File: src/sv/rx_ring_with_rts_watermarks_unit_macros.svh
// ---------------------------------------------------------------------------
// Receive ring assertion macros
// Shared concurrent assertion forms for the receive ring modules.
// ---------------------------------------------------------------------------
`ifndef RX_RING_WITH_RTS_WATERMARKS_UNIT_MACROS_SVH
`define RX_RING_WITH_RTS_WATERMARKS_UNIT_MACROS_SVH

// same-cycle implication, off while reset is high
`define RRW_ASSERT_IMP(label, clk, rst, ante, cons, msg) \
label: assert property (@(posedge clk) disable iff (rst) (ante) |-> (cons)) \
   else $error(msg);

// next-cycle implication, off while reset is high
`define RRW_ASSERT_NEXT(label, clk, rst, ante, cons, msg) \
label: assert property (@(posedge clk) disable iff (rst) (ante) |=> (cons)) \
   else $error(msg);

`endif

File: src/sv/rrw_pkg.sv
// ---------------------------------------------------------------------------
// Receive ring package
// Types, codes and constants shared by the receive ring modules.
// ---------------------------------------------------------------------------
package rrw_pkg;

   localparam int RING_DEPTH_DEF = 128;

   localparam logic [7:0] PAIR_BYTE = 8'hFF;
   localparam logic [7:0] NEST_MAX  = 8'hFF;

   localparam logic [7:0] HIGH_WATER_RST = 8'd16;
   localparam logic [7:0] LOW_WATER_RST  = 8'd8;
   localparam logic       PORT_READY_RST = 1'b1;

   localparam int CSR_AW = 4;
   localparam int CSR_DW = 32;

   localparam logic [1:0] REG_HIGH_WATER = 2'd0;
   localparam logic [1:0] REG_LOW_WATER  = 2'd1;
   localparam logic [1:0] REG_PORT_READY = 2'd2;

   typedef enum logic [1:0] {
      FUNC_RX      = 2'd0,
      FUNC_READ    = 2'd1,
      FUNC_HOLD    = 2'd2,
      FUNC_RELEASE = 2'd3
   } func_type;

   typedef struct packed {
      logic capture;
      logic exec_op;
      logic rd_issue;
      logic rd_first;
      logic rd_second;
      logic low_check;
      logic load_out;
   } cmd_type;

   typedef struct packed {
      func_type func;
      logic     empty;
      logic     pair;
   } sts_type;

endpackage

File: src/sv/rrw_ifs.sv
// ---------------------------------------------------------------------------
// Receive ring channel interfaces
// Valid/ready channels for request and response words.
// ---------------------------------------------------------------------------
interface rrw_req_if;
   logic              valid;
   logic              ready;
   rrw_pkg::func_type func;
   logic [7:0]        rx_byte;

   modport source (output valid, output func, output rx_byte, input ready);
   modport sink   (input valid, input func, input rx_byte, output ready);
endinterface

interface rrw_rsp_if;
   logic       valid;
   logic       ready;
   logic [7:0] read_byte;
   logic       read_valid;
   logic       rts_asserted;
   logic [7:0] fill_level;
   logic       overflow;

   modport source (output valid, output read_byte, output read_valid,
                   output rts_asserted, output fill_level, output overflow,
                   input ready);
   modport sink   (input valid, input read_byte, input read_valid,
                   input rts_asserted, input fill_level, input overflow,
                   output ready);
endinterface

File: src/sv/rrw_ram.sv
// ---------------------------------------------------------------------------
// Receive ring RAM
// Generic single-write, single-read RAM with registered read data.
// ---------------------------------------------------------------------------
module rrw_ram #(
   parameter int WIDTH = 8,
   parameter int DEPTH = rrw_pkg::RING_DEPTH_DEF
) (
   input  logic                     clock,
   input  logic                     wr_en,
   input  logic [$clog2(DEPTH)-1:0] wr_addr,
   input  logic [WIDTH-1:0]         wr_data,
   input  logic                     rd_en,
   input  logic [$clog2(DEPTH)-1:0] rd_addr,
   output logic [WIDTH-1:0]         rd_data
);

   logic [WIDTH-1:0] mem_ff [DEPTH];
   logic [WIDTH-1:0] rd_data_ff;

   always_ff @(posedge clock) begin
      if (wr_en) begin
         mem_ff[wr_addr] <= wr_data;
      end
      if (rd_en) begin
         rd_data_ff <= mem_ff[rd_addr];
      end
   end

   assign rd_data = rd_data_ff;

endmodule

File: src/sv/rrw_ctrl.sv
// ---------------------------------------------------------------------------
// Receive ring controller
// Sequences one word at a time through execute, ring read and output load.
// ---------------------------------------------------------------------------
`include "rx_ring_with_rts_watermarks_unit_macros.svh"

module rrw_ctrl (
   input  logic             clock,
   input  logic             reset,
   input  logic             req_valid,
   output logic             req_ready,
   output logic             rsp_valid,
   input  logic             rsp_ready,
   output rrw_pkg::cmd_type cmd,
   input  rrw_pkg::sts_type sts
);

   typedef enum logic [2:0] {
      S_IDLE,
      S_EXEC,
      S_RD0,
      S_RD1,
      S_CHK,
      S_PUSH
   } state_type;

   state_type state_ff, state_in;
   logic      rsp_valid_ff, rsp_valid_in;

   always_comb begin
      cmd          = '0;
      state_in     = state_ff;
      req_ready    = 1'b0;
      rsp_valid_in = rsp_valid_ff && !rsp_ready;
      case (state_ff)
         S_IDLE: begin
            req_ready = 1'b1;
            if (req_valid) begin
               cmd.capture = 1'b1;
               state_in    = S_EXEC;
            end
         end
         S_EXEC: begin
            if (sts.func == rrw_pkg::FUNC_READ) begin
               if (sts.empty) begin
                  state_in = S_CHK;
               end else begin
                  cmd.rd_issue = 1'b1;
                  state_in     = S_RD0;
               end
            end else begin
               cmd.exec_op = 1'b1;
               state_in    = S_PUSH;
            end
         end
         S_RD0: begin
            cmd.rd_first = 1'b1;
            state_in     = sts.pair ? S_RD1 : S_CHK;
         end
         S_RD1: begin
            cmd.rd_second = 1'b1;
            state_in      = S_CHK;
         end
         S_CHK: begin
            cmd.low_check = 1'b1;
            state_in      = S_PUSH;
         end
         S_PUSH: begin
            if (!rsp_valid_ff || rsp_ready) begin
               cmd.load_out = 1'b1;
               rsp_valid_in = 1'b1;
               state_in     = S_IDLE;
            end
         end
         default: begin
            state_in = S_IDLE;
         end
      endcase
   end

   always_ff @(posedge clock) begin
      if (reset) begin
         state_ff     <= S_IDLE;
         rsp_valid_ff <= 1'b0;
      end else begin
         state_ff     <= state_in;
         rsp_valid_ff <= rsp_valid_in;
      end
   end

   assign rsp_valid = rsp_valid_ff;

   `RRW_ASSERT_NEXT(a_accept_to_exec, clock, reset, req_valid && req_ready, state_ff == S_EXEC, "accepted word did not enter execute")
   `RRW_ASSERT_IMP(a_rsp_from_push, clock, reset, !$past(reset) && $rose(rsp_valid_ff), $past(state_ff) == S_PUSH, "response raised outside push")
   `RRW_ASSERT_NEXT(a_rsp_held, clock, reset, rsp_valid_ff && !rsp_ready, rsp_valid_ff, "response dropped while stalled")

endmodule

File: src/sv/rrw_datapath.sv
// ---------------------------------------------------------------------------
// Receive ring datapath
// Ring pointers, hold nesting, RTS state, ring RAM and response register.
// ---------------------------------------------------------------------------
`include "rx_ring_with_rts_watermarks_unit_macros.svh"

module rrw_datapath #(
   parameter int RING_DEPTH = rrw_pkg::RING_DEPTH_DEF
) (
   input  logic              clock,
   input  logic              reset,
   input  rrw_pkg::cmd_type  cmd,
   output rrw_pkg::sts_type  sts,
   input  rrw_pkg::func_type in_func,
   input  logic [7:0]        in_rx_byte,
   input  logic [7:0]        high_water,
   input  logic [7:0]        low_water,
   input  logic              port_ready,
   output logic [7:0]        out_read_byte,
   output logic              out_read_valid,
   output logic              out_rts,
   output logic [7:0]        out_fill,
   output logic              out_overflow
);

   localparam int AW    = $clog2(RING_DEPTH);
   localparam int CW    = $clog2(2 * RING_DEPTH);
   localparam int CMP_W = (CW > 8) ? CW : 8;
   localparam logic [CW-1:0] CNT_LAST = CW'(2 * RING_DEPTH - 1);
   localparam logic [CW-1:0] DEPTH_C  = CW'(RING_DEPTH);
   localparam logic [CW:0]   SPAN     = (CW + 1)'(2 * RING_DEPTH);

   function automatic logic [CW-1:0] cnt_inc(input logic [CW-1:0] c);
      logic [CW-1:0] r;
      if (c == CNT_LAST) r = '0;
      else               r = c + 1'b1;
      return r;
   endfunction

   function automatic logic [AW-1:0] ring_idx(input logic [CW-1:0] c);
      logic [CW-1:0] r;
      if (c >= DEPTH_C) r = c - DEPTH_C;
      else              r = c;
      return r[AW-1:0];
   endfunction

   rrw_pkg::func_type func_ff;
   logic [7:0]        byte_ff;
   logic [CW-1:0]     head_ff, head_in;
   logic [CW-1:0]     tail_ff, tail_in;
   logic [7:0]        nest_ff, nest_in;
   logic              rts_ff, rts_in;
   logic [7:0]        rd_ff, rd_in;
   logic              valid_ff, valid_in;
   logic              ovf_ff, ovf_in;

   logic [7:0]        obyte_ff;
   logic              ovalid_ff;
   logic              orts_ff;
   logic [7:0]        ofill_ff;
   logic              oovf_ff;

   logic [CW-1:0]     fill;
   logic [CMP_W-1:0]  fill_cmp, fill_new_cmp;
   logic              full;
   logic              ram_we, ram_re;
   logic [AW-1:0]     ram_raddr;
   logic [7:0]        ram_rdata;

   always_comb begin
      if (tail_ff >= head_ff) fill = tail_ff - head_ff;
      else fill = CW'({1'b0, tail_ff} + SPAN - {1'b0, head_ff});
   end

   assign full         = fill >= DEPTH_C;
   assign fill_cmp     = CMP_W'(fill);
   assign fill_new_cmp = fill_cmp + CMP_W'(!full);

   assign sts.func  = func_ff;
   assign sts.empty = (fill == '0);
   assign sts.pair  = (ram_rdata == rrw_pkg::PAIR_BYTE) && (fill > CW'(1));

   assign ram_we    = cmd.exec_op && (func_ff == rrw_pkg::FUNC_RX) && !full;
   assign ram_re    = cmd.rd_issue || (cmd.rd_first && sts.pair);
   assign ram_raddr = cmd.rd_first ? ring_idx(cnt_inc(head_ff)) : ring_idx(head_ff);

   rrw_ram #(
      .WIDTH (8),
      .DEPTH (RING_DEPTH)
   ) u_ram (
      .clock   (clock),
      .wr_en   (ram_we),
      .wr_addr (ring_idx(tail_ff)),
      .wr_data (byte_ff),
      .rd_en   (ram_re),
      .rd_addr (ram_raddr),
      .rd_data (ram_rdata)
   );

   always_comb begin
      head_in  = head_ff;
      tail_in  = tail_ff;
      nest_in  = nest_ff;
      rts_in   = rts_ff;
      rd_in    = rd_ff;
      valid_in = valid_ff;
      ovf_in   = ovf_ff;
      if (cmd.capture) begin
         rd_in    = '0;
         valid_in = 1'b0;
         ovf_in   = 1'b0;
      end
      if (cmd.exec_op) begin
         case (func_ff)
            rrw_pkg::FUNC_RX: begin
               if (full) ovf_in  = 1'b1;
               else      tail_in = cnt_inc(tail_ff);
               if (fill_new_cmp >= CMP_W'(high_water)) rts_in = 1'b0;
            end
            rrw_pkg::FUNC_HOLD: begin
               if (nest_ff == '0 && port_ready) rts_in = 1'b0;
               if (nest_ff < rrw_pkg::NEST_MAX) nest_in = nest_ff + 1'b1;
            end
            rrw_pkg::FUNC_RELEASE: begin
               if (nest_ff != '0) begin
                  nest_in = nest_ff - 1'b1;
                  if (nest_ff == 8'd1 && port_ready) rts_in = 1'b1;
               end
            end
            default: begin
            end
         endcase
      end
      if (cmd.rd_first) begin
         rd_in    = ram_rdata;
         valid_in = 1'b1;
         head_in  = cnt_inc(head_ff);
      end
      if (cmd.rd_second && ram_rdata == rrw_pkg::PAIR_BYTE) begin
         head_in = cnt_inc(head_ff);
      end
      if (cmd.low_check && nest_ff == '0 && fill_cmp < CMP_W'(low_water)) begin
         rts_in = 1'b1;
      end
   end

   always_ff @(posedge clock) begin
      if (reset) begin
         head_ff <= '0;
         tail_ff <= '0;
         nest_ff <= '0;
         rts_ff  <= 1'b1;
      end else begin
         head_ff <= head_in;
         tail_ff <= tail_in;
         nest_ff <= nest_in;
         rts_ff  <= rts_in;
      end
   end

   always_ff @(posedge clock) begin
      if (cmd.capture) begin
         func_ff <= in_func;
         byte_ff <= in_rx_byte;
      end
      rd_ff    <= rd_in;
      valid_ff <= valid_in;
      ovf_ff   <= ovf_in;
      if (cmd.load_out) begin
         obyte_ff  <= rd_ff;
         ovalid_ff <= valid_ff;
         orts_ff   <= rts_ff;
         ofill_ff  <= fill_cmp[7:0];
         oovf_ff   <= ovf_ff;
      end
   end

   assign out_read_byte  = obyte_ff;
   assign out_read_valid = ovalid_ff;
   assign out_rts        = orts_ff;
   assign out_fill       = ofill_ff;
   assign out_overflow   = oovf_ff;

   `RRW_ASSERT_IMP(a_fill_bound, clock, reset, 1'b1, fill <= DEPTH_C, "ring fill beyond depth")
   `RRW_ASSERT_IMP(a_head_moves_on_read, clock, reset, !$past(reset) && !$past(cmd.rd_first) && !$past(cmd.rd_second), head_ff == $past(head_ff), "head moved outside a read")
   `RRW_ASSERT_IMP(a_rts_rise_cause, clock, reset, !$past(reset) && $rose(rts_ff), $past(cmd.low_check) || ($past(cmd.exec_op) && $past(func_ff) == rrw_pkg::FUNC_RELEASE), "RTS raised without read or release")

endmodule

File: src/sv/rx_ring_with_rts_watermarks_unit.sv
// Sequence: a line byte, hold or release is captured, executed and loaded out; a
//   read adds ring reads (none if empty, two for a 0xFF pair) and a low-water check.
// Flow: one word at a time; a new word is taken only in idle, after the previous
//   response loads. Ring reads use the single RAM read port (one byte per cycle).
// Reset: synchronous; pointers and hold nesting clear, RTS asserted, registers
//   return to 16/8/1. Ring RAM contents are not cleared.
// ---------------------------------------------------------------------------
// Receive ring with RTS watermarks
// Top level: CSR port, controller and datapath.
// ---------------------------------------------------------------------------
module rx_ring_with_rts_watermarks_unit #(
   parameter int RING_DEPTH = rrw_pkg::RING_DEPTH_DEF
) (
   input  logic                       clock,
   input  logic                       reset,
   rrw_req_if.sink                    req_chan,
   rrw_rsp_if.source                  rsp_chan,
   input  logic                       csr_psel,
   input  logic                       csr_penable,
   input  logic                       csr_pwrite,
   input  logic [rrw_pkg::CSR_AW-1:0] csr_paddr,
   input  logic [rrw_pkg::CSR_DW-1:0] csr_pwdata,
   output logic [rrw_pkg::CSR_DW-1:0] csr_prdata,
   output logic                       csr_pready
);

   logic [7:0]       high_water_ff;
   logic [7:0]       low_water_ff;
   logic             port_ready_ff;
   logic             csr_wr;
   logic [1:0]       csr_idx;
   rrw_pkg::cmd_type cmd;
   rrw_pkg::sts_type sts;

   assign csr_pready = 1'b1;
   assign csr_wr     = csr_psel && csr_penable && csr_pwrite && csr_pready;
   assign csr_idx    = csr_paddr[rrw_pkg::CSR_AW-1:2];

   always_ff @(posedge clock) begin
      if (reset) begin
         high_water_ff <= rrw_pkg::HIGH_WATER_RST;
         low_water_ff  <= rrw_pkg::LOW_WATER_RST;
         port_ready_ff <= rrw_pkg::PORT_READY_RST;
      end else if (csr_wr) begin
         case (csr_idx)
            rrw_pkg::REG_HIGH_WATER: high_water_ff <= csr_pwdata[7:0];
            rrw_pkg::REG_LOW_WATER:  low_water_ff  <= csr_pwdata[7:0];
            rrw_pkg::REG_PORT_READY: port_ready_ff <= csr_pwdata[0];
            default: begin
            end
         endcase
      end
   end

   always_comb begin
      case (csr_idx)
         rrw_pkg::REG_HIGH_WATER: csr_prdata = {24'd0, high_water_ff};
         rrw_pkg::REG_LOW_WATER:  csr_prdata = {24'd0, low_water_ff};
         rrw_pkg::REG_PORT_READY: csr_prdata = {31'd0, port_ready_ff};
         default:                 csr_prdata = '0;
      endcase
   end

   rrw_ctrl u_ctrl (
      .clock     (clock),
      .reset     (reset),
      .req_valid (req_chan.valid),
      .req_ready (req_chan.ready),
      .rsp_valid (rsp_chan.valid),
      .rsp_ready (rsp_chan.ready),
      .cmd       (cmd),
      .sts       (sts)
   );

   rrw_datapath #(
      .RING_DEPTH (RING_DEPTH)
   ) u_datapath (
      .clock          (clock),
      .reset          (reset),
      .cmd            (cmd),
      .sts            (sts),
      .in_func        (req_chan.func),
      .in_rx_byte     (req_chan.rx_byte),
      .high_water     (high_water_ff),
      .low_water      (low_water_ff),
      .port_ready     (port_ready_ff),
      .out_read_byte  (rsp_chan.read_byte),
      .out_read_valid (rsp_chan.read_valid),
      .out_rts        (rsp_chan.rts_asserted),
      .out_fill       (rsp_chan.fill_level),
      .out_overflow   (rsp_chan.overflow)
   );

endmodule
File: src/flat_wrapper.sv
// flat-port wrapper written by rule: the top's interface ports become plain ports
module rx_ring_with_rts_watermarks_unit_flat 
#(
   parameter int RING_DEPTH = rrw_pkg::RING_DEPTH_DEF
)
  (clock, reset, csr_psel, csr_penable, csr_pwrite, csr_paddr, csr_pwdata, csr_prdata, csr_pready, req_chan_valid, req_chan_func, req_chan_rx_byte, req_chan_ready, rsp_chan_valid, rsp_chan_read_byte, rsp_chan_read_valid, rsp_chan_rts_asserted, rsp_chan_fill_level, rsp_chan_overflow, rsp_chan_ready);
  rrw_req_if req_chan_i ();
  rrw_rsp_if rsp_chan_i ();
  input  logic clock;
  input  logic reset;
  input  logic csr_psel;
  input  logic csr_penable;
  input  logic csr_pwrite;
  input  logic [rrw_pkg::CSR_AW-1:0] csr_paddr;
  input  logic [rrw_pkg::CSR_DW-1:0] csr_pwdata;
  output logic [rrw_pkg::CSR_DW-1:0] csr_prdata;
  output logic csr_pready;
  input wire logic [$bits(req_chan_i.valid)-1:0] req_chan_valid;
  input wire logic [$bits(req_chan_i.func)-1:0] req_chan_func;
  input wire logic [$bits(req_chan_i.rx_byte)-1:0] req_chan_rx_byte;
  output wire logic [$bits(req_chan_i.ready)-1:0] req_chan_ready;
  output wire logic [$bits(rsp_chan_i.valid)-1:0] rsp_chan_valid;
  output wire logic [$bits(rsp_chan_i.read_byte)-1:0] rsp_chan_read_byte;
  output wire logic [$bits(rsp_chan_i.read_valid)-1:0] rsp_chan_read_valid;
  output wire logic [$bits(rsp_chan_i.rts_asserted)-1:0] rsp_chan_rts_asserted;
  output wire logic [$bits(rsp_chan_i.fill_level)-1:0] rsp_chan_fill_level;
  output wire logic [$bits(rsp_chan_i.overflow)-1:0] rsp_chan_overflow;
  input wire logic [$bits(rsp_chan_i.ready)-1:0] rsp_chan_ready;
  assign req_chan_i.valid = req_chan_valid;
  assign req_chan_i.func = req_chan_func;
  assign req_chan_i.rx_byte = req_chan_rx_byte;
  assign req_chan_ready = req_chan_i.ready;
  assign rsp_chan_valid = rsp_chan_i.valid;
  assign rsp_chan_read_byte = rsp_chan_i.read_byte;
  assign rsp_chan_read_valid = rsp_chan_i.read_valid;
  assign rsp_chan_rts_asserted = rsp_chan_i.rts_asserted;
  assign rsp_chan_fill_level = rsp_chan_i.fill_level;
  assign rsp_chan_overflow = rsp_chan_i.overflow;
  assign rsp_chan_i.ready = rsp_chan_ready;
  rx_ring_with_rts_watermarks_unit #(.RING_DEPTH(RING_DEPTH)) u_core (.clock(clock), .reset(reset), .req_chan(req_chan_i), .rsp_chan(rsp_chan_i), .csr_psel(csr_psel), .csr_penable(csr_penable), .csr_pwrite(csr_pwrite), .csr_paddr(csr_paddr), .csr_pwdata(csr_pwdata), .csr_prdata(csr_prdata), .csr_pready(csr_pready));
endmodule
File: config.mk
export PLATFORM = sky130hd
export DESIGN_NAME = rx_ring_with_rts_watermarks_unit_flat
export DESIGN_NICKNAME = d
export VERILOG_FILES = /design/src/sv/rrw_pkg.sv /design/src/sv/rrw_ifs.sv /design/src/sv/rrw_ram.sv /design/src/sv/rrw_ctrl.sv /design/src/sv/rrw_datapath.sv /design/src/sv/rx_ring_with_rts_watermarks_unit.sv /design/src/flat_wrapper.sv
export VERILOG_INCLUDE_DIRS = /design/src /design/src/sv
export SDC_FILE = /design/constraint.sdc
export NUM_CORES = 2
export LEC_CHECK = 0
export BUFFER_PORTS_ARGS = -buffer_cell sky130_fd_sc_hd__buf_4
export CORE_ASPECT_RATIO = 2
export CORE_MARGIN = 2
export CORE_UTILIZATION = 57
export CTS_CLUSTER_DIAMETER = 200
export DETAILED_ROUTE_END_ITERATION = 7
export PLACE_DENSITY = 0.81
export SLEW_MARGIN = 20
export SYNTH_ARGS = -nofsm -noshare
export SYNTH_HDL_FRONTEND = slang
export SYNTH_SLANG_ARGS = --single-unit
File: constraint.sdc
create_clock -name clock -period 4.9 [get_ports clock]
set_input_delay 0.245 -clock clock [delete_from_list [all_inputs] [get_ports clock]]
set_output_delay 0.245 -clock clock [all_outputs]
set_load 0.02 [all_outputs]
* After elaboration in Yosys (flattened, before gate mapping)
Memory sizes are Yosys's and may differ from the RTL's. A register that Yosys moved wholly into a read port is not among the register bits.
Cells that the tools add are included.
** Word-level totals
- Register bits :: 85
- Bits in writable memories :: 1024
- Input port bits :: 53
- Output and inout port bits :: 54
- Word-level logic and storage cells :: 143
- Memories kept :: 1
** Memory list
- u_core.u_datapath.u_ram.mem_ff :: words 128, width 8, read ports 1, clocked after Yosys merged registers in 1, write ports 1, RTL line rrw_ram.sv:18 : logic [WIDTH-1:0] mem_ff [DEPTH];
** Cells by class
- $add $sub $neg :: 11
- $lt $le $gt $ge :: 9
- Equality and inequality tests :: 21
- Muxes and demuxes :: 46
- Bitwise gates (word level) :: 1
- Reductions and logical operators :: 35
** Operator list (count)
- $mux 8 :: 9
- $add 8x1->8 const B :: 4
- $ge 8x8->1 const B :: 4
- $mux 7 :: 4
- $eq 8x8->1 const B :: 3
- $pmux 8 s3 :: 1
- $mux 1 :: 23
- $sub 7x1->7 const B :: 3
- $pmux 3 s6 :: 1
- $ge 8x8->1 :: 2
- $logic_not 8->1 :: 2
- $pmux 8 s2 :: 1
- $sub 8x8->8 :: 2
- $mux 3 :: 5
- $logic_and 1x1->1 :: 12
- $ne 2x2->1 const B :: 6
- $add 8x1->8 :: 1
- $eq 8x1->1 const B :: 1
- $gt 8x1->1 const B :: 1
- $lt 8x8->1 :: 1
- $lt 8x8->1 const B :: 1
- $reduce_and 2->1 :: 4
- $reduce_bool 8->1 :: 1
- $sub 8x1->8 const B :: 1
- 19 further kinds :: 30

* Longest topological paths before layout
- Depth after elaboration :: 11
- Depth in mapped cells :: 20
- Depth with buffers taken out :: 18

* Cells and area by module
Synthesis repeated with hierarchy kept, for this count alone.
** Second synthesis, totals
- Cell total of the unflattened synthesis :: 2146
- Area, all modules :: 44651.6 um^2
** By module, submodules not included
- rrw_ram :: times used 1, cells each 1635, area each 39745.6 um^2, sequential area each 30989.7 um^2
- rrw_datapath :: times used 1, cells each 358, area each 3557.2 um^2, sequential area each 1651.6 um^2
- rx_ring_with_rts_watermarks_unit :: times used 1, cells each 119, area each 1069.8 um^2, sequential area each 340.3 um^2
- rrw_ctrl :: times used 1, cells each 34, area each 279.0 um^2, sequential area each 80.1 um^2

* Worst setup path after synthesis
OpenSTA, ideal clock, no wires.
- Kind :: reg-to-reg
- Start :: reg u_core.u_datapath.head_ff[1]
- End :: reg u_core.u_datapath.rts_ff
- Setup time :: 0.106 ns
- Arrival time :: 3.868 ns
- Data required time :: 4.794 ns
- Setup slack :: 0.926 ns
- Cell stages (with the launch flop) :: 19
- Buffers on the path :: 1
- Period minus slack after synthesis :: 3.974 ns
- Cell sequence :: dfxtp_1 > clkinv_1 > ha_1 > nor2b_1 > o21a_1 > nor4b_1 > o21ai_0 > and2_1 > buf_1 > ha_1 > ha_1 > ha_1 > a21o_1 > a21o_1 > a21o_1 > a21o_1 > a21oi_1 > nor2b_1 > o311ai_0
** On the way
- Word-level cells in the longest chain between the ends :: 8
- Elaborated cells on any way between the ends :: 13
- Those cells by class :: add/sub: 3; order compare: 4; eq/ne: 1; mux: 1; reduce/logical: 4
** RTL lines
- start: declaration :: RTL line rrw_datapath.sv:49 : logic [CW-1:0] head_ff, head_in;
- start signal: assignment :: RTL line rrw_datapath.sv:154 : head_ff <= head_in;
- $sub 8x8->8, or another cell as far along :: RTL line rrw_datapath.sv:72 : else fill = CW'({1'b0, tail_ff} + SPAN - {1'b0, head_ff});
- $mux 8 (*) :: RTL line rrw_datapath.sv:71 : if (tail_ff >= head_ff) fill = tail_ff - head_ff;
- $ge 8x8->1 :: RTL line rrw_datapath.sv:75 : assign full = fill >= DEPTH_C;
- $logic_not 1->1 :: RTL line rrw_datapath.sv:77 : assign fill_new_cmp = fill_cmp + CMP_W'(!full);
- $add 8x1->8 :: RTL line rrw_datapath.sv:77
- $ge 8x8->1 :: RTL line rrw_datapath.sv:118 : if (fill_new_cmp >= CMP_W'(high_water)) rts_in = 1'b0;
- $ne 2x1->1 (no source line)
- $reduce_and 6->1 (no source line)
- end signal: assignment :: RTL line rrw_datapath.sv:157 : rts_ff <= rts_in;
- end: declaration :: RTL line rrw_datapath.sv:52 : logic rts_ff, rts_in;
Mark *: on every way between the ends. The rest lies on a longest branch, timed or not.
A chain may end at the register's enable or synchronous reset.

* Final worst setup path
- Start :: reg u_core.u_datapath.head_ff[4]
- End :: mem u_core.u_datapath.u_ram.mem_ff[100][2], enable pin
** On the way
- Word-level cells in the longest chain between the ends :: 7
- Elaborated cells on any way between the ends :: 9
- Those cells by class :: add/sub: 2; order compare: 2; mux: 3; reduce/logical: 2
** RTL lines
- $sub 8x8->8, or another cell as far along :: RTL line rrw_datapath.sv:72
- $mux 8 (*) :: RTL line rrw_datapath.sv:71
- $ge 8x8->1 (*) :: RTL line rrw_datapath.sv:75
- $logic_not 1->1 (*) :: RTL line rrw_datapath.sv:83 : assign ram_we = cmd.exec_op && (func_ff == rrw_pkg::FUNC_RX) && !full;
- $logic_and 1x1->1 (*) :: RTL line rrw_datapath.sv:83
- $mux 1 (*) :: RTL line rrw_ram.sv:22 : if (wr_en) begin
- $mux 1 (implied by the code) (*) :: RTL line rrw_ram.sv:23 : mem_ff[wr_addr] <= wr_data;
- end: declaration :: RTL line rrw_ram.sv:18
Marked as above.

==> impl_metrics.json <==
{
  "status": "completed",
  "slowest_stage": "nor3_1",
  "synthCells": 3451,
  "fin_nets": 3617,
  "criticalPathCategory": "reg2reg",
  "vias": 31600,
  "largest_register_ffs": 1024,
  "hold_buffers": 21,
  "path_depth": 9,
  "clock_latency_ps": 670,
  "start_kind": "register",
  "critPathRequiredTime_ps": 5210,
  "r2r_start": "u_core.u_datapath.head_ff[4]",
  "dp_hpwl_um": 83800,
  "clock.fmax_mhz": 208,
  "cp-end-kind": "register",
  "start_util_pct": 57.6,
  "antenna_found_initial": 2,
  "chipWidth_um": 207,
  "most-common-layout-cells": "1069 x edfxtp_1, 476 x nand2_1, 199 x nor2_1, 185 x buf_4, 179 x a21oi_1",
  "grt_setup_unrepaired": "false",
  "core_mm2": 0.0815,
  "io-pin-count": 107,
  "synthesis.area_mm2": 0.0469,
  "yosys_most_used_dff": "edfxtp_1",
  "async_flop_share_pct": 0,
  "htreeDepth": 3,
  "globalplace.congestion": 0.974,
  "synth_edf_count": 1069,
  "cts.sink_count": 1117,
  "die_area_mm2": 0.0848,
  "synth_cell_types": 88,
  "cts_root_buf": "clkbuf_16",
  "finClkSkew_ps": 24.9,
  "clk_pin_slew_worst_paths_ps": 70,
  "wl_per_cell_um": 28.7,
  "drt_iter0_drc": 4448,
  "clk_path_buf_depth": 3,
  "comb_power_share_pct": 3.4,
  "r2r_cells": 9,
  "internal-power_uw": 14600,
  "critPathCapture": "u_core.u_datapath.u_ram.mem_ff[100][2]",
  "pwr-share-seq_pct": 57.7,
  "grt_usage_pct": 31.5,
  "p_leak_uw": 0.0179,
  "setup_viol": 0,
  "die_h_um": 410,
  "relSlewSlack_pct": 13.9,
  "synth.yosys.seq_area_share_pct": 70.5,
  "io_buffers": 55,
  "period_needed_ps": 4810,
  "cp.arrival_ps": 5120,
  "synth_seq_cells": 1117,
  "worstReg2RegEnd": "u_core.u_datapath.u_ram.mem_ff[100][2]",
  "ir_worst_vdd_v": 0.000240,
  "drtAntennaViolNets": 0,
  "crit_family": "simple AND/OR/NAND/NOR gates",
  "drv_cap": 0,
  "slowest_delay_ps": 990,
  "tns_ps": 0,
  "drc": 0,
  "viasPerCell": 6.79,
  "worst_slew_pin_slew_ps": 1280,
  "syn_avg_cell_area_um2": 13.6,
  "drv_slew": 0,
  "numCtsBuffers": 87,
  "startpoint": "u_core.u_datapath.head_ff[4]",
  "switching_share_pct": 20.8,
  "powerDensity_mw_per_mm2": 355,
  "grt_pass1_vias": 31200,
  "final_common_cell": "edfxtp_1",
  "fp-row-count": 148,
  "whs_ps": 28.0,
  "syn2layout_area_growth_pct": 10.9,
  "hold_class": "in2reg",
  "cts_tree": "built",
  "clock_power_share_pct": 39.0,
  "crit_chain": "clkinv_1 > ha_1 > or2_2 > nor4b_1 > or3_1 > nand3_1 > nor3_1 > nand3_1 > nor2_1",
  "switchingPower_uw": 3840,
  "gr-total-overflow": 0,
  "cts_resized": 0,
  "cp_common_cell": "nand3_1",
  "largest-register": "u_core.u_datapath.u_ram.mem_ff",
  "total_power_uw": 18500,
  "drive_gt1_share_pct": 12.1,
  "grt_start_max_net_pins": 129,
  "grt_pass1_wl_um": 194000,
  "path_max_fanout": 8,
  "finalHoldViolations": 0,
  "rrSetupSlack_ps": 90,
  "wirelength_um": 134000,
  "first_pass_iters": 8,
  "yosys_warnings": 0,
  "period_share_pct": 98.2,
  "path_buf_inv": 1,
  "cts_setup_buffers": 0
}
## Yosys cell counts (8+ instances only)
master        n  share of area (%)
buf_1        16               0.13
xnor2_1      16               0.30
clkbuf_1    132                1.1
a32oi_1      32               0.60
a221o_1      28               0.60
nor4_1       14               0.19
a21boi_0      9               0.14
ha_1         31               0.83
buf_2        55               0.59
a211oi_1     67                1.1
o211ai_1     14               0.22
a21o_1       14               0.22
nand4_1      17               0.23
and3_1       59               0.79
o2111ai_1    10               0.19
o21ai_0      95                1.0
a22oi_1      24               0.38
xor2_1       11               0.21
mux2_2       21               0.50
a311oi_1     25               0.47
nand3_1     148                1.6
dfxtp_1      48                2.0
o221ai_1     14               0.26
nor2b_1      25               0.33
o31ai_1      15               0.24
and2_1       13               0.17
nor3_1       45               0.48
a221oi_1     45               0.84
inv_1        36               0.29
a31oi_1      22               0.29
or2_2         8               0.11
buf_4        45               0.72
or3_1        25               0.33
nand2_1     480                3.8
a21oi_1     179                1.9
a311o_1      13               0.28
o22ai_1      24               0.32
or4_1         9               0.14
mux2i_1     144                3.1
edfxtp_1   1069                 68
nor2_1      202                1.6
a22o_1        8               0.15
a31o_2       20               0.37
o31a_1       13               0.24
## metrics by stage
step | setup slack, ps | util [%] | cells | instance area [µm²]
after global routing | 34.1 | 63.8 | 4652 | 52000
after global placement | 387 | 60.0 | 4470 | 48900
after detailed placement | 303 | 60.1 | 4472 | 48900
after CTS | 288 | 63.8 | 4652 | 52000
after floorplan | 926 | - | 3474 | 47000
final | 90.3 | 63.8 | 4654 | 52000
## layer usage
| metal | GRT usage, % | part of all wire, % | routed length (µm) |
|---|---|---|---|
| met1 | 34.2 | 31 | 41000 |
| met2 | 52.9 | 50 | 66400 |
| met3 | 6.09 | 9.8 | 13100 |
| met4 | 25.4 | 9.8 | 13000 |
| met5 | 0 | 0.010 | 14 |
## worst min-delay path by stage
stage,cells after the start,from,to
6_report,2,reset,u_core.u_datapath.tail_ff[6]
3_3_place_gp,0,u_core.u_datapath.rd_ff[2],u_core.u_datapath.out_read_byte[2]
2_1_floorplan,0,req_chan_rx_byte[0],u_core.u_datapath.byte_ff[0]
4_1_cts,2,reset,u_core.u_datapath.head_ff[0]
5_1_grt,2,reset,u_core.u_datapath.nest_ff[4]
3_5_place_dp,0,u_core.u_datapath.rd_ff[2],u_core.u_datapath.out_read_byte[2]
## logic make-up (layout without fill, tap and decap cells)
family	count (synthesis)	after routing	synth area share [%]
flip-flops	1117	1117	70.5
AND/OR/NAND/NOR	1083	1083	10.6
AO/OA/AOI/OAI	730	730	10.9
buffers and inverters	292	420	2.94
multiplexers	167	167	3.67
adder cells (fa/ha/maj)	32	32	0.869
XOR/XNOR	28	28	0.539
other	2	27	0.0160
## cell type report
type / count / area [µm²]
Sequential cell: 1117 / 33100
Fill cell: 5616 / 29500
Multi-Input combinational cell: 2065 / 12700
Clock buffer: 102 / 2280
Timing Repair Buffer: 223 / 1930
Tap cell: 1050 / 1310
Clock inverter: 57 / 562
Inverter: 38 / 143
Antenna cell: 2 / 5.00
## power groups by stage
stage               clock, µW  sequential (µW)  combinational, µW
finish                   7190            10600                620
global route             7510            10600                652
CTS                      7160            10600                604
detailed placement          0            10900                587
global placement            0            10900                555
floorplan                   0            11000                201
Power figures use the tool's default switching activity.
